File: src/bpsm_pkg.sv
// shared types, constants and register map of the bitcrush pitch shift mixer
package bpsm_pkg;

  // default sizes handed to the top level parameters
  localparam int DELAY_DEPTH_DEF  = 1024;
  localparam int SINE_ENTRIES_DEF = 1024;
  localparam int FRAC_BITS_DEF    = 16;

  // configuration port widths
  localparam int CFG_IDX_W  = 3;
  localparam int CFG_DATA_W = 24;

  // register indexes
  localparam logic [CFG_IDX_W-1:0] REG_CRUSH_FACTOR = 3'd0;
  localparam logic [CFG_IDX_W-1:0] REG_PITCH_SPEED  = 3'd1;
  localparam logic [CFG_IDX_W-1:0] REG_FM_DEPTH     = 3'd2;
  localparam logic [CFG_IDX_W-1:0] REG_USE_ANALOG   = 3'd3;
  localparam logic [CFG_IDX_W-1:0] REG_LFO_STEP     = 3'd4;

  // register values after reset
  localparam logic [4:0]  CRUSH_FACTOR_RST = 5'd1;
  localparam logic [15:0] PITCH_SPEED_RST  = 16'd16384;
  localparam logic [13:0] FM_DEPTH_RST     = 14'd0;
  localparam logic        USE_ANALOG_RST   = 1'b1;
  localparam logic [23:0] LFO_STEP_RST     = 24'd973916;

  // read step limits, Q2.14 (0.2 and 2.5)
  localparam logic signed [17:0] STEP_MIN = 18'sd3277;
  localparam logic signed [17:0] STEP_MAX = 18'sd40960;

  // input beat
  typedef struct packed {
    logic        [11:0] analog_sample;
    logic signed [15:0] digital_sample;
    logic signed [11:0] extra_voice;
  } in_item_t;

  // result beat
  typedef struct packed {
    logic [11:0] dac_value;
  } out_item_t;

  // configuration write beat
  typedef struct packed {
    logic [CFG_IDX_W-1:0]  index;
    logic [CFG_DATA_W-1:0] data;
  } cfg_beat_t;

  // controller to datapath commands
  typedef struct packed {
    logic in_ready;
    logic write;
    logic sine;
    logic square;
    logic cube;
    logic fm;
    logic step;
    logic read_a;
    logic read_b;
    logic interp;
    logic mix;
  } dp_cmd_t;

  // datapath to controller status
  typedef struct packed {
    logic in_valid;
    logic out_free;
  } dp_status_t;

endpackage

File: src/bpsm_ctrl.sv
// sequencing state machine for one audio tick
module bpsm_ctrl (
  input  logic                 clk,
  input  logic                 rst_n,
  input  bpsm_pkg::dp_status_t status,
  output bpsm_pkg::dp_cmd_t    cmd
);

  typedef enum logic [10:0] {
    ST_IDLE   = 11'b000_0000_0001,
    ST_WRITE  = 11'b000_0000_0010,
    ST_SINE   = 11'b000_0000_0100,
    ST_SQUARE = 11'b000_0000_1000,
    ST_CUBE   = 11'b000_0001_0000,
    ST_FM     = 11'b000_0010_0000,
    ST_STEP   = 11'b000_0100_0000,
    ST_READ_A = 11'b000_1000_0000,
    ST_READ_B = 11'b001_0000_0000,
    ST_INTERP = 11'b010_0000_0000,
    ST_MIX    = 11'b100_0000_0000
  } state_t;

  state_t state_r;
  state_t state_nxt;

  // next state
  always_comb begin
    state_nxt = state_r;
    case (state_r)
      ST_IDLE:   if (status.in_valid) state_nxt = ST_WRITE;
      ST_WRITE:  state_nxt = ST_SINE;
      ST_SINE:   state_nxt = ST_SQUARE;
      ST_SQUARE: state_nxt = ST_CUBE;
      ST_CUBE:   state_nxt = ST_FM;
      ST_FM:     state_nxt = ST_STEP;
      ST_STEP:   state_nxt = ST_READ_A;
      ST_READ_A: state_nxt = ST_READ_B;
      ST_READ_B: state_nxt = ST_INTERP;
      ST_INTERP: state_nxt = ST_MIX;
      ST_MIX:    if (status.out_free) state_nxt = ST_IDLE;
      default:   state_nxt = ST_IDLE;
    endcase
  end

  always_ff @(posedge clk) begin
    if (!rst_n) begin
      state_r <= ST_IDLE;
    end else begin
      state_r <= state_nxt;
    end
  end

  // commands decoded from the state
  always_comb begin
    cmd          = '0;
    cmd.in_ready = (state_r == ST_IDLE);
    cmd.write    = (state_r == ST_WRITE);
    cmd.sine     = (state_r == ST_SINE);
    cmd.square   = (state_r == ST_SQUARE);
    cmd.cube     = (state_r == ST_CUBE);
    cmd.fm       = (state_r == ST_FM);
    cmd.step     = (state_r == ST_STEP);
    cmd.read_a   = (state_r == ST_READ_A);
    cmd.read_b   = (state_r == ST_READ_B);
    cmd.interp   = (state_r == ST_INTERP);
    cmd.mix      = (state_r == ST_MIX) && status.out_free;
  end

endmodule

File: config.mk
export PLATFORM = sky130hd
export DESIGN_NAME = bpsm_ctrl
export DESIGN_NICKNAME = d
export VERILOG_FILES = /design/src/bpsm_pkg.sv /design/src/bpsm_ctrl.sv
export SDC_FILE = /design/constraint.sdc
export NUM_CORES = 1
export LEC_CHECK = 0
export BUFFER_PORTS_ARGS = -buffer_cell sky130_fd_sc_hd__buf_4
export CAP_MARGIN = 15
export CORE_UTILIZATION = 44
export CTS_CLUSTER_SIZE = 12
export DETAILED_ROUTE_END_ITERATION = 12
export PLACE_DENSITY = 0.67
export SYNTH_ARGS = -nofsm -noshare
export SYNTH_HDL_FRONTEND = slang
export SYNTH_SLANG_ARGS = --single-unit
File: constraint.sdc
create_clock -name clk -period 1.4 [get_ports clk]
set_input_delay 0.14 -clock clk [delete_from_list [all_inputs] [get_ports clk]]
set_output_delay 0.14 -clock clk [all_outputs]
set_load 0.01 [all_outputs]
==> summary.txt <==
Synth
  – Area leader, netlist: dfxtp_1
  – Post-Synth Simple-Gate Area: 43.4%
  – Post-synth top flop: dfxtp_1
  – Synth top area share: 36.0%
  – Post-synth ARST share: 0%
  – Post-synthesis mux area share: 0%
  – Post-Syn Area per Cell: 8.87 µm²
  – Post-synth EDFFs: 0
  – Netlist Area Pre-Place: 612 µm²
  – Post-Synth Adder-Cell Area: 0%
  – Ranking of synthesized cells by area: dfxtp_1 (36%), nor2_1 (4.9%), nor2b_1 (4.1%), and4b_1 (3.3%), nand3_1 (3.3%)
  – Synth Net Count: 73
  – #FFs+latches synth: 11
  – Sequential element share of the synthesized area: 36.0%
  – Compound-Gate Fraction of Synth Area: 13.5%
  – Largest family of logic cells by synthesized area: simple AND/OR/NAND/NOR gates
  – Synth cell count leaders: dfxtp_1 (11), nor2_1 (8), inv_1 (4), nand3_1 (4), nor2b_1 (4)
  – XOR/XNOR share of the synthesized area: 2.86%
  – Yosys cell types: 33
  – Synth Instances: 69
  – YS warnings: 0
  – Most frequent cell after synthesis: dfxtp_1

STA
  – Max_slew headroom: 77.3%
  – Final Critical Period: 1.66 ns
  – Skew final: 0.000699 ns
  – Unrepaired setup endpoints after global routing: true
  – Final setup margin: -0.260 ns
  – Worst slew pin tran: 0.339 ns
  – Final setup fails: 19
  – Slew Limit Fails: 0
  – Hold Slack: 0.132 ns
  – Final Hold Viols: 0
  – Fmax: 602 MHz
  – Final period utilization: 119%

Placement
  – Gp weighted congestion: 0.780
  – Placed cells: 108
  – # port buffers: 14
  – Hpwl dp: 1.02 mm

Global routing
  – First-pass GRT wire length: 2.64 mm
  – Antenna violations before repair: 0
  – Largest net degree at the start of global routing: 8
  – Met3 Usage GRT: 9.66%
  – Overall Global Routing Usage: 26.1%
  – Number of global-route vias before repair: 587
  – GR peak layer: met2
  – Global route overflow: 0
  – Met1 usage in global routing: 30.6%
  – M2 GR Usage: 44.2%

Floorplanning
  – Core Area: 0.00130 mm²
  – FP Rows: 13
  – Die ar.: 0.00154 mm²
  – Die H: 39.3 µm
  – Initial core utilization: 47.0%
  – Chip width: 39.3 µm
  – # IOs: 15

Critical path
  – Worst path buffer plus inverter count: 3
  – Flop-to-flop setup slack: -0.11 ns
  – Worst endpoint data arrival time: 1.52 ns
  – CP Launch Type: flip-flop
  – Worst path slowest cell: dfxtp_4
  – Setup CP Type: reg -> out
  – Critical Path Max Stage Delay: 0.37 ns
  – Most used cell, CP: buf_6
  – CP top delay family: simple AND/OR/NAND/NOR gates
  – Reg2Reg Launch Point: state_r[2]$_SDFFE_PN0P_
  – Crit path capture type: output port
  – CP Cell Sequence: nor4_4, and2_4, buf_6, nand3_4, inv_2, buf_6
  – Critical Path Fanout Max: 3
  – R2r endpoint: state_r[0]$_SDFFE_PN1P_
  – WP data required: 1.26 ns
  – R2R cell count: 5

Clock network
  – Total CTS buffers: 3
  – Clock root cell: clkbuf_4
  – Clock latency on the worst-skew pair: 0.27 ns
  – Clock buffer depth: 2
  – Clk pin slew, worst setup/hold paths: 0.07 ns
  – H-tree levels: 1
  – Hold buffer count at CTS: 0
  – Clk sinks: 11
  – CTS tree: built

Power
  – Leak pwr: 0.515 nW
  – Total power: 0.000759 W
  – Maximum VDD drop: 0.000629 V
  – Power density over the cells: 677 mW/mm²

Layout
  – Synthesis-to-layout area growth: 83.2%
  – Final #Nets: 116
  – Ratio of cells with drive above 1 in the final layout: 63.1%
  – Filler cells: 71
  – Largest register by flop count: state_r
  – Final Instance Count excl. Fillers: 126
  – Area of the multi-input gates: 488 µm²
  – Largest registers: state_r x11
  – Reg area: 238 µm²
  – Diodes inserted: 0
  – Max reg flops: 11

Worst hold path
  – Hold path startpoint: status[1]
  – Hold depth: 2
  – Worst Hold Path EP: state_r[1]$_SDFFE_PN0P_
  – Hold Path Class: in -> reg

Routing
  – Drt drc: 0
  – Routed via count: 691
  – Wirelength per Cell: 16.0 µm
  – Total Routed Length: 2.02 mm
  – Detail Route Antenna Nets: 0
  – DR vias/cell: 5.48
  – First DRT Iteration DRCs: 10
  – 1st-pass router iterations: 4

Run status
  – Failing checks: setup timing
  – Status: finished, violations left

Flow run
  – Max-Cap Viols: 0
[cell type report]
class / instances / area share (%)
clock buffers: 3 / 2.01
inverters: 4 / 1.34
multi-input cells: 53 / 43.5
repair buffers: 39 / 29.8
clock inverters: 1 / 0.446
flip-flops and latches: 11 / 21.2
well taps: 15 / 1.67
[worst max path at each step]
stage | endpoint | depth (start not counted) | start
after floorplan | cmd[2] | 4 | state_r[0]$_SDFFE_PN1P_
after global routing | cmd[10] | 5 | state_r[2]$_SDFFE_PN0P_
final | cmd[6] | 6 | state_r[3]$_SDFFE_PN0P_
after CTS | cmd[6] | 6 | state_r[0]$_SDFFE_PN1P_
after global placement | state_r[0]$_SDFFE_PN1P_ | 4 | state_r[2]$_SDFFE_PN0P_
after detailed placement | state_r[0]$_SDFFE_PN1P_ | 4 | state_r[2]$_SDFFE_PN0P_
[placed cells by master, fill, tap and decap left out, types with 3 or more instances in the layout]
cell type  count
buf_4         28
buf_6         11
clkbuf_4       3
dfxtp_1        5
dfxtp_4        4
inv_2          3
nand3_4        3
nor2_1         7
nor2b_1        4
[through the flow]
stage                     setup TNS (ns)  utilization, %  setup WS, ns  instance area (µm²)
after floorplan                        0               -       0.00930                  612
after global placement                 0            62.0        0.0208                  807
after detailed placement               0            62.0       0.00977                  807
after CTS                          -1.74            75.2        -0.198                  978
after global routing               -4.24            86.2        -0.321                 1120
final                              -3.12            86.2        -0.260                 1120
[routing by layer]
metal	vias to the layer above	wire length, µm
li1	333	-
met1	329	831
met2	25	1040
met3	4	108
met4	0	30
met5	-	0
[cell families (layout without fill, tap and decap cells)]
logic type	count (synthesis)	after routing
xor+xnor	2	2
buf+inv	5	47
flops	11	11
compound gates	11	11
simple gates	40	40
[worst register-to-register path, cell delays in order (launching register included)]
cell and delay (ns):
dfxtp_4 0.39, nor4b_4 0.40, nand4_4 0.14, buf_6 0.15, o21ai_4 0.22, o21bai_1 0.14
[report_power, final]
part,leakage (nW),internal [W],switching [W]
clock network,0.0177,0.000106,0.000117
logic,0.404,0.000114,0.0000952
registers,0.0924,0.000315,0.0000123
[what timing repair did]
action                                  CTS  global route
pin swaps                                11             7
hold endpoints to repair                  0             0
endpoints found under the setup margin   14            17
gates cloned                              0             0
buffers inserted                          7             8
resized for setup                        25            20
Power figures use the tool's default switching activity.
